## src/hw/rtl/skset_pkg.sv

```systemverilog
// Package for the sorted key set: request/result transaction structs,
// request and status codes, and the control struct sent to the key cells.
// No dependencies.
package skset_pkg;

  localparam int KEY_W    = 32;
  localparam int REQ_W    = 2;
  localparam int RANK_W   = 6;
  localparam int STATUS_W = 3;
  localparam int COUNT_W  = 7;

  // Request codes
  localparam logic [REQ_W-1:0] REQ_INSERT = 2'd0;
  localparam logic [REQ_W-1:0] REQ_DELETE = 2'd1;
  localparam logic [REQ_W-1:0] REQ_READ   = 2'd2;

  // Status codes
  localparam logic [STATUS_W-1:0] ST_OK       = 3'd0;
  localparam logic [STATUS_W-1:0] ST_DUP      = 3'd1;
  localparam logic [STATUS_W-1:0] ST_NOTFOUND = 3'd2;
  localparam logic [STATUS_W-1:0] ST_FULL     = 3'd3;
  localparam logic [STATUS_W-1:0] ST_RANGE    = 3'd4;

  typedef struct packed {
    logic [REQ_W-1:0]  req_type;
    logic [KEY_W-1:0]  key;
    logic [RANK_W-1:0] rank;
  } in_t;

  typedef struct packed {
    logic [STATUS_W-1:0] status;
    logic [KEY_W-1:0]    key_out;
    logic [COUNT_W-1:0]  count;
  } out_t;

  // Per-cycle commands broadcast to every cell
  typedef struct packed {
    logic cmp;  // latch compare flags against the incoming key and rank
    logic ins;  // insert shift toward the tail
    logic del;  // delete shift toward the head
  } cell_ctl_t;

endpackage

```

## src/hw/rtl/skset_cell.sv

```systemverilog
// One slot of the sorted key chain: holds a key, compares it against the
// broadcast key, and shifts to or from its neighbors on insert/delete.
// Depends on skset_pkg.
module skset_cell #(
  parameter int IDX = 0,
  parameter int CW  = 7
) (
  input  logic                        clk,
  input  logic                        rst_n,
  input  skset_pkg::cell_ctl_t        ctl_i,
  input  logic [CW-1:0]               count_i,
  input  logic [skset_pkg::KEY_W-1:0] cmp_key_i,
  input  logic [skset_pkg::RANK_W-1:0] rank_i,
  input  logic [skset_pkg::KEY_W-1:0] upd_key_i,
  input  logic [skset_pkg::KEY_W-1:0] left_key_i,
  input  logic                        left_gt_i,
  input  logic [skset_pkg::KEY_W-1:0] right_key_i,
  output logic [skset_pkg::KEY_W-1:0] key_o,
  output logic                        gt_o,
  output logic                        eq_o,
  output logic [skset_pkg::KEY_W-1:0] sel_key_o
);

  logic [skset_pkg::KEY_W-1:0] key_r, key_nxt;
  logic gt_r, gt_nxt;
  logic eq_r, eq_nxt;
  logic sel_r, sel_nxt;
  logic occupied;

  // Slot holds a live key when its index is below the count
  assign occupied = (CW'(IDX) < count_i);

  // Compare flags, captured when a transaction is accepted
  always_comb begin
    gt_nxt  = gt_r;
    eq_nxt  = eq_r;
    sel_nxt = sel_r;
    if (ctl_i.cmp) begin
      gt_nxt  = occupied && (key_r > cmp_key_i);
      eq_nxt  = occupied && (key_r == cmp_key_i);
      sel_nxt = (int'(rank_i) == IDX);
    end
  end

  // Key update: keep larger keys, otherwise take the new key or shift
  always_comb begin
    key_nxt = key_r;
    if (ctl_i.ins && !gt_r) begin
      if (IDX == 0 || left_gt_i) begin
        key_nxt = upd_key_i;
      end else begin
        key_nxt = left_key_i;
      end
    end else if (ctl_i.del && !gt_r) begin
      key_nxt = right_key_i;
    end
  end

  always_ff @(posedge clk) begin
    key_r <= key_nxt;
    if (!rst_n) begin
      gt_r  <= 1'b0;
      eq_r  <= 1'b0;
      sel_r <= 1'b0;
    end else begin
      gt_r  <= gt_nxt;
      eq_r  <= eq_nxt;
      sel_r <= sel_nxt;
    end
  end

  assign key_o     = key_r;
  assign gt_o      = gt_r;
  assign eq_o      = eq_r;
  assign sel_key_o = sel_r ? key_r : '0;

endmodule

```

## config.mk

```make
export PLATFORM = sky130hd
export DESIGN_NAME = skset_cell
export DESIGN_NICKNAME = d
export VERILOG_FILES = /design/src/hw/rtl/skset_pkg.sv /design/src/hw/rtl/skset_cell.sv
export SDC_FILE = /design/constraint.sdc
export NUM_CORES = 1
export LEC_CHECK = 0
export BUFFER_PORTS_ARGS = -buffer_cell sky130_fd_sc_hd__buf_4
export CORE_AREA = 10 10 93 87
export DETAILED_ROUTE_END_ITERATION = 7
export DIE_AREA = 0 0 103 97
export PLACE_DENSITY = 0.89
export SLEW_MARGIN = 20
export SYNTH_ARGS = -nofsm -noshare
export SYNTH_HDL_FRONTEND = slang
export SYNTH_SLANG_ARGS = --single-unit
```

## constraint.sdc

```tcl
create_clock -name clk -period 4.8 [get_ports clk]
set_clock_uncertainty 0.15 [all_clocks]
set_input_delay 0.48 -clock clk [delete_from_list [all_inputs] [get_ports clk]]
set_output_delay 0.48 -clock clk [all_outputs]
set_load 0.005 [all_outputs]
```

Word level (Yosys, flattened, before mapping):

Index checks and enable logic that the tools add are counted.

* register bits: 35
* word-level logic and storage cells: 17

* $lt $le $gt $ge: 2
* eq/ne operators: 1
* mux-type cells: 3
* reductions and logical operators: 7

Operators by type and width (number)
* 32-bit 2-to-1 mux: 3
* 32-bit equality test: 1
* 32-bit greater-than comparator: 1
* 1-bit by 7-bit less-than comparator with 1-bit output (first input constant): 1
* 6-bit zero test: 1
* 1-bit logical AND: 4
* 2-bit nonzero test: 1
* 1-bit zero test: 1

Logic depth before layout (Yosys ltp):

Gate-level depths: netlist of run 1.

* word-level depth: 4
* gate-level depth with buffers: 7

Worst setup path after synthesis of run 1:

No wires, ideal clock.

* path kind: input -> register
* start: in ctl_i[1] (netlist bit)
* end: reg key_r (netlist bit key_o[0]), enable pin
* arrival: 1.878 ns
* required time: 4.228 ns
* slack: 2.350 ns
* stages: 2
* buffers on the path: 0
* cell sequence: nor2_1 -> nor2_1

* cells in the longest elaborated chain, start to end: 2

RTL lines
* start: declaration: RTL line skset_cell.sv:10 `input skset_pkg::cell_ctl_t ctl_i,`
* 1-bit logical AND: RTL line skset_cell.sv:48 `if (ctl_i.ins && !gt_r) begin`
* 2-bit nonzero test (no line)
* end signal: assignment: RTL line skset_cell.sv:60 `key_r <= key_nxt;`
* end: declaration: RTL line skset_cell.sv:24 `logic [skset_pkg::KEY_W-1:0] key_r, key_nxt;`

Every way passes these cells.
A chain may end at the register's enable or synchronous reset.

Final worst setup path of run 1:

* start: reg sel_r
* end: out sel_key_o[15] (netlist bit)

* cells in the longest elaborated chain, start to end: 1

RTL lines
* start: declaration: RTL line skset_cell.sv:27 `logic sel_r, sel_nxt;`
* start signal: assignment: RTL line skset_cell.sv:68 `sel_r <= sel_nxt;`
* 32-bit 2-to-1 mux: RTL line skset_cell.sv:75 `assign sel_key_o = sel_r ? key_r : '0;`
* end: declaration: RTL line skset_cell.sv:21 `output logic [skset_pkg::KEY_W-1:0] sel_key_o`

Every way passes these cells.

==> summary.md, run 1 <==
| Metric | Value |
|---|---|
| CP Data Required Time | 4.17 ns |
| Fin. Hold Viols | 0 |
| Post-synthesis sequential area ratio | 0.4036 |
| Combinational power share | 0.312 |
| Worst Setup End Kind | primary output |
| Residual DRC | 0 |
| Multi-input gate area | 1363 um^2 |
| Synth warn | 0 |
| Pwr Density | 223.9 nW/um^2 |
| TritonCTS clock tree | yes |
| Clk buf depth | 2 |
| Clock share of power | 0.234 |
| CP startpoint kind | flip-flop |
| DR WL/cell | 18.67 um |
| Rows | 27 |
| DIE AREA | 9991 um^2 |
| Peak supply drop | 0.1465 mV |
| DR vias/cell | 4.990 |
| Total CTS buffers | 5 |
| Gpl congestion | 0.7635 |
| Post-DP HPWL | 7.662 mm |
| Slew headroom | 0.3525 |
| First-pass GRT wire length | 13.72 mm |
| Largest net degree at the start of global routing | 34 |
| Via count | 2,440 |
| Initial antenna violation count | 0 |
| Largest stage delay on the critical path | 0.96 ns |
| CTS Sinks | 35 |
| Period utilisation layout | 0.4707 |
| Post-CTS sizing | 0 |
| Hold-fix buffers, CTS | 0 |
| Max-cap viol count | 0 |
| Fill cells | 523 |
| CP cell instances | and2_1 > buf_4 |
| Synthesized instance count | 237 |
| Fin Setup TNS | 0 ns |
| Sequential share of power | 0.453 |
| DP Area | 3949 um^2 |
| ANT nets after route | 0 |
| Nets@finish | 595 |
| Min Tclk post-route | 2.259 ns |
| Slew Viols, Final | 0 |
| Total Routed Length | 9.132 mm |
| Cell variety after synth | 34 |
| Final standard cell area without fillers | 4030 um^2 |
| Syn_nets | 416 |
| Finished Layout Cells | 489 |
| Die Y | 97 um |
| CP Class | reg2out |
| Depth of the CTS H-tree | 2 |
| Dpl cells | 481 |
| Worst Path Max Fanout | 33 |
| Leakage | 2.066 nW |
| Root Driver | clkbuf_8 |
| GR Util All Layers | 0.1749 |
| Slowest CP cell | dfxtp_1 |
| Yosys top cell area share | 0.3798 |
| Max frequency | 442.6 MHz |
| RSZ-0062 raised after global routing | no |
| Hold Crit Class | in2reg |
| Status | finished, final reports clean |
| Final setup vio count | 0 |
| # Post-CTS Setup Buffers | 0 |
| Die Span X | 103 um |
| # diodes | 0 |
| Post-Syn Area | 2530 um^2 |
| Net load switching power | 0.0002534 W |
| Synth area leader | edfxtp_1 |
| Core outline area | 6081 um^2 |
| Port Buf Inserts | 179 |
| Syn-to-layout area delta | 59.30% |
| Mean Syn Cell Area | 10.67 um^2 |
| FF+latch count, synth | 35 |
| I/O pin cnt | 213 |
| Clock Latency Late Sink | 0.29 ns |
| DR iter-0 viols | 75 |
| Sw Share | 0.2808 |
| Initial core utilization | 0.4160 |
| Int Power | 0.0006489 W |
| DRT Pass-1 Iters | 4 |
| Seq. cell area | 1021 um^2 |
| Slew @ Worst Pin | 0.9699 ns |
| Number of global-route vias before repair | 2,743 |
| Synth area leaders | edfxtp_1 38%, ha_1 16%, mux2_2 13%, and2_1 8.4%, inv_1 5.2% |
| Total grt overflow | 0 |
| Share of layout cells above drive strength 1 | 0.5300 |
| WP data arrival | 1.63 ns |
| Clock slew at reported path FFs | 0.07 ns |
==> kinds of logic (layout without fill, tap and decap cells) <==
| logic type | Yosys count | count (layout) | share of synthesized area |
|---|---|---|---|
| AOI/OAI and AO/OA | 28 | 28 | 0.07716 |
| adders and majority gates | 32 | 32 | 0.1583 |
| DFF | 35 | 35 | 0.4036 |
| muxes | 32 | 32 | 0.1424 |
| and+or+nand+nor | 68 | 68 | 0.1548 |
| buffers and inverters | 42 | 222 | 0.06380 |
==> cells in the final DEF (no fill, tap or decap), types with 3 or more instances in the layout <==
master	n
ha_1	32
mux2_2	30
nand2_1	8
nor2_1	5
a21o_1	5
a21oi_1	9
edfxtp_1	32
clkbuf_8	5
nand4_1	6
dfxtp_1	3
nand2b_1	3
and2_1	34
o21ai_0	3
buf_4	179
inv_1	35
==> cell usage after synthesis, drive strengths merged <==
cell / n
a211oi: 2
a21boi: 1
a21o: 5
a21oi: 9
a221o: 1
a221oi: 1
a31oi: 1
and2: 34
and2b: 1
and3: 1
buf: 3
clkbuf: 4
dfxtp: 3
edfxtp: 32
ha: 32
inv: 35
mux2: 32
nand2: 8
nand2b: 3
nand3: 2
nand4: 6
nor2: 6
nor2b: 2
nor3: 2
nor4: 2
o211ai: 1
o21ai: 4
o22ai: 1
o311a: 1
o41ai: 1
or4: 1
==> path summary, 6_finish.rpt <==
path | slack (ns) | from | endpoint | cells past startpoint
min | 0.28 | rst_n | eq_o | 2
max | 2.54 | sel_r | sel_key_o[15] | 2
max reg2reg | 2.60 | key_o[17] | gt_o | 6
min reg2reg | 0.49 | eq_o | eq_o | 3
==> worst max-delay path, delay by kind of cell, from the launching register on <==
| kind | cells | cell delay, ns |
|---|---|---|
| buf+inv | 1 | 0.12 |
| simple gates | 1 | 0.25 |
| flops | 1 | 0.96 |
==> power groups by stage <==
| stage | combinational, W | sequential (W) | clock [W] |
|---|---|---|---|
| after global routing | 0.000313 | 0.000414 | 0.000227 |
| after CTS | 0.000286 | 0.000410 | 0.000215 |
| after floorplan | 0.000121 | 0.000411 | 0 |
| after detailed placement | 0.000284 | 0.000416 | 0 |
| after global placement | 0.000270 | 0.000414 | 0 |
| final | 0.000282 | 0.000409 | 0.000212 |
==> cell type report <==
class,instances,share of cell area
Clock buffer,7,0.01894
Timing Repair Buffer,179,0.3334
Multi-Input combinational cell,160,0.3381
Sequential cell,35,0.2533
Inverter,35,0.03260
Tap cell,72,0.02235
Clock inverter,1,0.001242
==> state kept, by name, summed over array words and instances (netlist names) <==
name / cells
eq_o: 1
key_o: 32
gt_o: 1
sel_r: 1
==> metal layers <==
metal	global-route usage	vias up	part of all wire
met5	0	-	0
met4	0.04888	0	0.013
met3	0.06884	11	0.091
met2	0.3325	103	0.56
met1	0.1641	1136	0.34
li1	-	1190	-
==> per-stage QoR <==
stage | power, W | util | setup WS [ns] | hold slack [ns]
2_1_floorplan | 0.0005313 | - | 2.350 | 0.3438
4_1_cts | 0.0009102 | 0.6628 | 2.517 | 0.2685
3_5_place_dp | 0.0007002 | 0.6494 | 2.411 | 0.4731
5_1_grt | 0.0009550 | 0.6628 | 2.421 | 0.2687
6_report | 0.0009024 | 0.6628 | 2.541 | 0.2761
3_3_place_gp | 0.0006834 | 0.6494 | 2.466 | 0.4454
Note: power is estimated with default switching activity, not from simulation.
==> inputs of run 2 (changes only) <==
Settings changed: CORE_AREA 10 10 93 87 to 10 10 101 94, DIE_AREA 0 0 103 97 to 0 0 111 104, PLACE_DENSITY 0.89 to 0.8.
Clock period 4.8 ns to 1.93 ns, I/O delays scaled along.
==> run 2 against run 1 <==
Final area grew 12%; count of clock-buffer cells in the layout shrank 1; register-to-register slack lost 2.7 ns; via count grew 6.6%; final cell count grew 15%; die area grew 16%; sequential power grew 140%; clock power grew 140%; the flow now finishes with violations (negative setup slack); sequential share of layout area shrank 2.8 points; total power grew to 2.7 times the previous value; largest cell class is now non-clock buffers.
==> summary.md, run 2 (same netlist as run 1, synthesis figures left out) <==
| Metric | Value |
|---|---|
| TritonCTS clock tree | yes |
| # diodes | 0 |
| Final setup vio count | 2 |
| Final Worst Setup Slack | -0.1141 ns |
| DR WL/cell | 17.17 um |
| Die Span X | 111 um |
| First-pass GRT wire length | 14.57 mm |
| CTS Sinks | 35 |
| Fin Setup TNS | -0.1847 ns |
| ANT nets after route | 0 |
| Seq. cell area | 1021 um^2 |
| DR iter-0 viols | 69 |
| Failing checks | negative setup slack |
| Syn-to-layout area delta | 78.78% |
| RSZ-0062 raised after global routing | yes |
| CP Class | reg2reg |
| Share of layout cells above drive strength 1 | 0.5948 |
| Max-cap viol count | 0 |
| Clock Latency Late Sink | 0.28 ns |
| Total grt overflow | 0 |
| Largest net degree at the start of global routing | 34 |
| Total power | 0.002428 W |
| Core outline area | 7395 um^2 |
| Pwr Density | 536.8 nW/um^2 |
| Peak supply drop | 0.2693 mV |
| Leakage | 2.301 nW |
| Fin. Hold Viols | 0 |
| Hold_sp | right_key_i[5] |
| Depth of the CTS H-tree | 2 |
| DRT Pass-1 Iters | 4 |
| Slew Viols, Final | 0 |
| Commonest non-fill, non-tap cells in the layout | 224 x buf_4, 35 x inv_1, 33 x and2_1, 32 x edfxtp_1, 30 x mux2_2 |
| Clock slew at reported path FFs | 0.08 ns |
| Worst Path Max Fanout | 2 |
| Max frequency | 489.2 MHz |
| Routed length on met2 | 5.128 mm |
| Hold Crit Class | in2reg |
| Slowest CP cell | edfxtp_1 |
| GR Util All Layers | 0.1531 |
| Root Driver | clkbuf_8 |
| Worst Setup End Kind | flip-flop |
| CP startpoint kind | flip-flop |
| Die Y | 104 um |
| Slew @ Worst Pin | 0.3774 ns |
| Min Tclk post-route | 2.044 ns |
| CP cell instances | ha_1 > and2_4 > a221o_1 > a211oi_2 > o211ai_1 > o311a_1 |
| DR vias/cell | 4.643 |
| Met1 Wirelength | 3.469 mm |
| Total CTS buffers | 5 |
| Nets@finish | 642 |
| Initial antenna violation count | 0 |
| Gpl congestion | 0.7754 |
| Uppermost layer routed | met4 |
| Total Routed Length | 9.614 mm |
| Number of global-route vias before repair | 2,978 |
| Commonest non-fill, non-tap cell in the layout | buf_4 |
| Max reg flops | 32 |
| Pre-CTS setup slack | -0.1609 ns |
| Worst reg2reg startpoint | key_o[18] |
| Metal3 WL | 700 um |
| I/O pin cnt | 213 |
| Via count | 2,600 |
| Largest stage delay on the critical path | 0.40 ns |
| CP Launch Point | key_o[18] |
| Rows | 30 |
| DIE AREA | 11,540 um^2 |
| Period utilisation layout | 1.059 |
| Residual DRC | 0 |
| Fill cells | 626 |
| Hold slack | 0.04038 ns |
| Multi-input gate area | 1459 um^2 |
| WP data arrival | 2.06 ns |
| Port Buf Inserts | 179 |
| Clk buf depth | 2 |
| Post-DP HPWL | 8.134 mm |
| CP Data Required Time | 1.95 ns |
| Status | finished, violations left |
| Initial core utilization | 0.3421 |
| Slew headroom | 0.7478 |
run 2: cell count changes in the layout (fill, tap and decap cells not counted), sizes merged:
cell	previous run	this run
clkinv	1	2
clkbuf	7	6
buf	179	225
dlygate4sd3	0	1
run 2: repair_timing:
action / 4_1_cts / 5_1_grt
setup endpoints to repair: 2 / 2
hold buffers: 1 / 0
gates cloned: 0 / 0
setup buffers: 0 / 3
gates resized for setup: 0 / 11
pin swaps: 3 / 8
hold endpoints to repair: 1 / 0
run 2: path summary, 6_finish.rpt:
path | endpoint | slack (ns) | depth (start not counted)
setup / recovery | gt_o | -0.11 | 6
hold reg to reg | eq_o | 0.45 | 3
hold / removal | key_o[5] | 0.04 | 2
setup reg to reg | gt_o | -0.11 | 6
run 2: layout make-up:
| cell class | count | area share |
|---|---|---|
| Clock buffer | 6 | 0.01604 |
| Tap cell | 96 | 0.02656 |
| Inverter | 35 | 0.02905 |
| Sequential cell | 35 | 0.2257 |
| Multi-Input combinational cell | 160 | 0.3225 |
| Clock inverter | 2 | 0.001660 |
| Timing Repair Buffer | 226 | 0.3784 |
run 2: per-stage QoR:
stage                       util  cell area (um^2)  std cells
after CTS                 0.5956              4404        557
after global placement    0.5834              4314        548
after global routing      0.6117              4523        560
final                     0.6117              4523        560
after detailed placement  0.5834              4314        548
after floorplan                -              2532        237
run 2: power by group:
part / internal [W] / switching, W / leakage, nW
clock network: 0.000246 / 0.000265 / 0.0403
registers: 0.000941 / 0.0000618 / 0.346
logic: 0.000569 / 0.000345 / 1.91
run 2: worst max-delay path, delay by kind of cell (launching register included):
family	cells	cell delay [ns]
DFF	1	0.40
and+or+nand+nor	1	0.16
AOI/OAI and AO/OA	4	0.95
adders and majority gates	1	0.28
run 2: per-layer routing:
layer,vias to the layer above,track usage
met5,-,0
met4,0,0.07063
met3,22,0.05017
met1,1180,0.1466
met2,115,0.2873
li1,1283,-
==> inputs of run 3 (changes only) <==
Settings changed: CAP_MARGIN set to 20, GPL_TIMING_DRIVEN set to 0, SKIP_LAST_GASP set to 1.
==> run 3 against run 2 <==
The run still ends with negative setup slack left; final cell count is 4.3% lower; clock power hardly changed; utilization is 2.8 points lower; final area is 4.6% lower; via count is 3.3% lower; sequential power hardly changed; critical path depth stayed put; hold slack better by 0.012 ns; largest power group unchanged.
==> summary.md, run 3 (same netlist as run 1, synthesis figures left out) <==
| Metric | Value |
|---|---|
| Min Tclk post-route | 2.123 ns |
| Number of global-route vias before repair | 2,800 |
| CP Class | reg2reg |
| Share of layout cells above drive strength 1 | 0.5591 |
| First-pass GRT wire length | 14.48 mm |
| Clock Latency Late Sink | 0.28 ns |
| CTS Sinks | 35 |
| DR WL/cell | 17.32 um |
| FF-to-FF path depth | 6 |
| Slew headroom | 0.5999 |
| Hold path depth | 4 |
| Rows | 30 |
| Fin Setup TNS | -0.1929 ns |
| Period utilisation layout | 1.100 |
| Multi-input gate area | 1444 um^2 |
| Status | finished, violations left |
| Nets@finish | 618 |
| DRT Pass-1 Iters | 4 |
| Largest net degree at the start of global routing | 18 |
| Depth of the CTS H-tree | 2 |
| Final Worst Setup Slack | -0.1929 ns |
| TritonCTS clock tree | yes |
| Die Span X | 111 um |
| Seq. cell area | 1021 um^2 |
| Gpl congestion | 0.8219 |
| GR Util All Layers | 0.1525 |
| Worst Setup End Kind | flip-flop |
| Slowest CP cell | edfxtp_1 |
| Crit path max-delay family | compound AO/OA/AOI/OAI gates |
| Hold Crit Class | in2reg |
| DIE AREA | 11,540 um^2 |
| Final setup vio count | 1 |
| Initial core utilization | 0.3421 |
| Pwr Density | 540.0 nW/um^2 |
| Via count | 2,515 |
| Total Routed Length | 9.283 mm |
| Max frequency | 471.0 MHz |
| Largest stage delay on the critical path | 0.40 ns |
| Worst Path Max Fanout | 2 |
| Port Buf Inserts | 179 |
| Commonest non-fill, non-tap cells in the layout | 193 x buf_4, 35 x inv_1, 33 x and2_1, 32 x edfxtp_1, 30 x mux2_2 |
| Fin. Hold Viols | 0 |
| Syn-to-layout area delta | 70.47% |
| CP Data Required Time | 1.95 ns |
| Slew Viols, Final | 0 |
| Max reg flops | 32 |
| Clock slew at reported path FFs | 0.07 ns |
| Root Driver | clkbuf_8 |
| CP startpoint kind | flip-flop |
| # diodes | 0 |
| Final core occ | 0.5832 |
| Total grt overflow | 0 |
| DR iter-0 viols | 64 |
| Total CTS buffers | 5 |
| Buf/Inv on CP | 0 |
| CP cell instances | ha_1 > and2_4 > a221o_1 > a211oi_2 > o211ai_1 > o311a_1 |
| Commonest non-fill, non-tap cell in the layout | buf_4 |
| WP depth | 6 |
| Clk buf depth | 2 |
| Residual DRC | 0 |
| I/O pin cnt | 213 |
| Peak supply drop | 0.2831 mV |
| Post-DP HPWL | 7.872 mm |
| Core outline area | 7395 um^2 |
| Failing checks | negative setup slack |
| DR vias/cell | 4.692 |
| ANT nets after route | 0 |
| Slew @ Worst Pin | 0.5987 ns |
| Initial antenna violation count | 0 |
| Leakage | 2.178 nW |
| RSZ-0062 raised after global routing | yes |
| WP data arrival | 2.14 ns |
| Die Y | 104 um |
| Fill cells | 634 |
| Max-cap viol count | 0 |
==> run 3: path summary, 6_finish.rpt <==
path              startpoint     to  slack, ns
setup / recovery   key_o[18]   gt_o      -0.19
hold / removal     rank_i[4]  sel_r       0.05
setup reg to reg   key_o[18]   gt_o      -0.19
hold reg to reg        sel_r  sel_r       0.45
==> run 3: layout make-up <==
type                            instances  area share
Clock inverter                          2    0.001741
Sequential cell                        35      0.2367
Tap cell                               96     0.02785
Timing Repair Buffer                  195      0.3446
Clock buffer                            6     0.01683
Inverter                               35     0.03046
Multi-Input combinational cell        160      0.3348
Buffer                                  7    0.006963
==> run 3: through the flow <==
stage	cells	setup WS [ns]	hold WS, ns	power (W)	instance area [um^2]
after floorplan	237	-0.03462	0.1647	0.001321	2532
after global placement	512	-0.2724	0.2683	0.001710	3996
after detailed placement	513	-0.2836	0.2755	0.001761	4029
after CTS	527	-0.1658	0.03709	0.002306	4168
after global routing	536	-0.2841	0.03892	0.002494	4313
final	536	-0.1929	0.05200	0.002329	4313
==> run 3: power breakdown <==
| group | internal, W | leakage, nW | switching (W) | total, W |
|---|---|---|---|---|
| clock network | 0.000247 | 0.0403 | 0.000267 | 0.000514 |
| logic | 0.000487 | 1.79 | 0.000316 | 0.000803 |
| registers | 0.000942 | 0.346 | 0.0000697 | 0.00101 |
==> run 3: what timing repair did <==
| item | 4_1_cts | 5_1_grt |
|---|---|---|
| gates cloned | 0 | 0 |
| gates resized for setup | 2 | 8 |
| setup endpoints to repair | 2 | 2 |
| buffers inserted | 5 | 9 |
| pin swaps | 2 | 13 |
| endpoints found under the hold margin | 2 | 0 |
| hold buffers | 1 | 0 |
==> run 3: tightest hold or removal path, cell delays in order <==
cell	delay, ns
buf_4	0.08
nor2_1	0.03
nand3_1	0.06
a21boi_0	0.07
==> run 3: layer usage <==
metal,track usage,vias up,routed length (um)
met2,0.2885,101,4943
met5,0,-,0
met3,0.04902,10,652
li1,-,1237,-
met1,0.1550,1167,3526
met4,0.04275,0,160
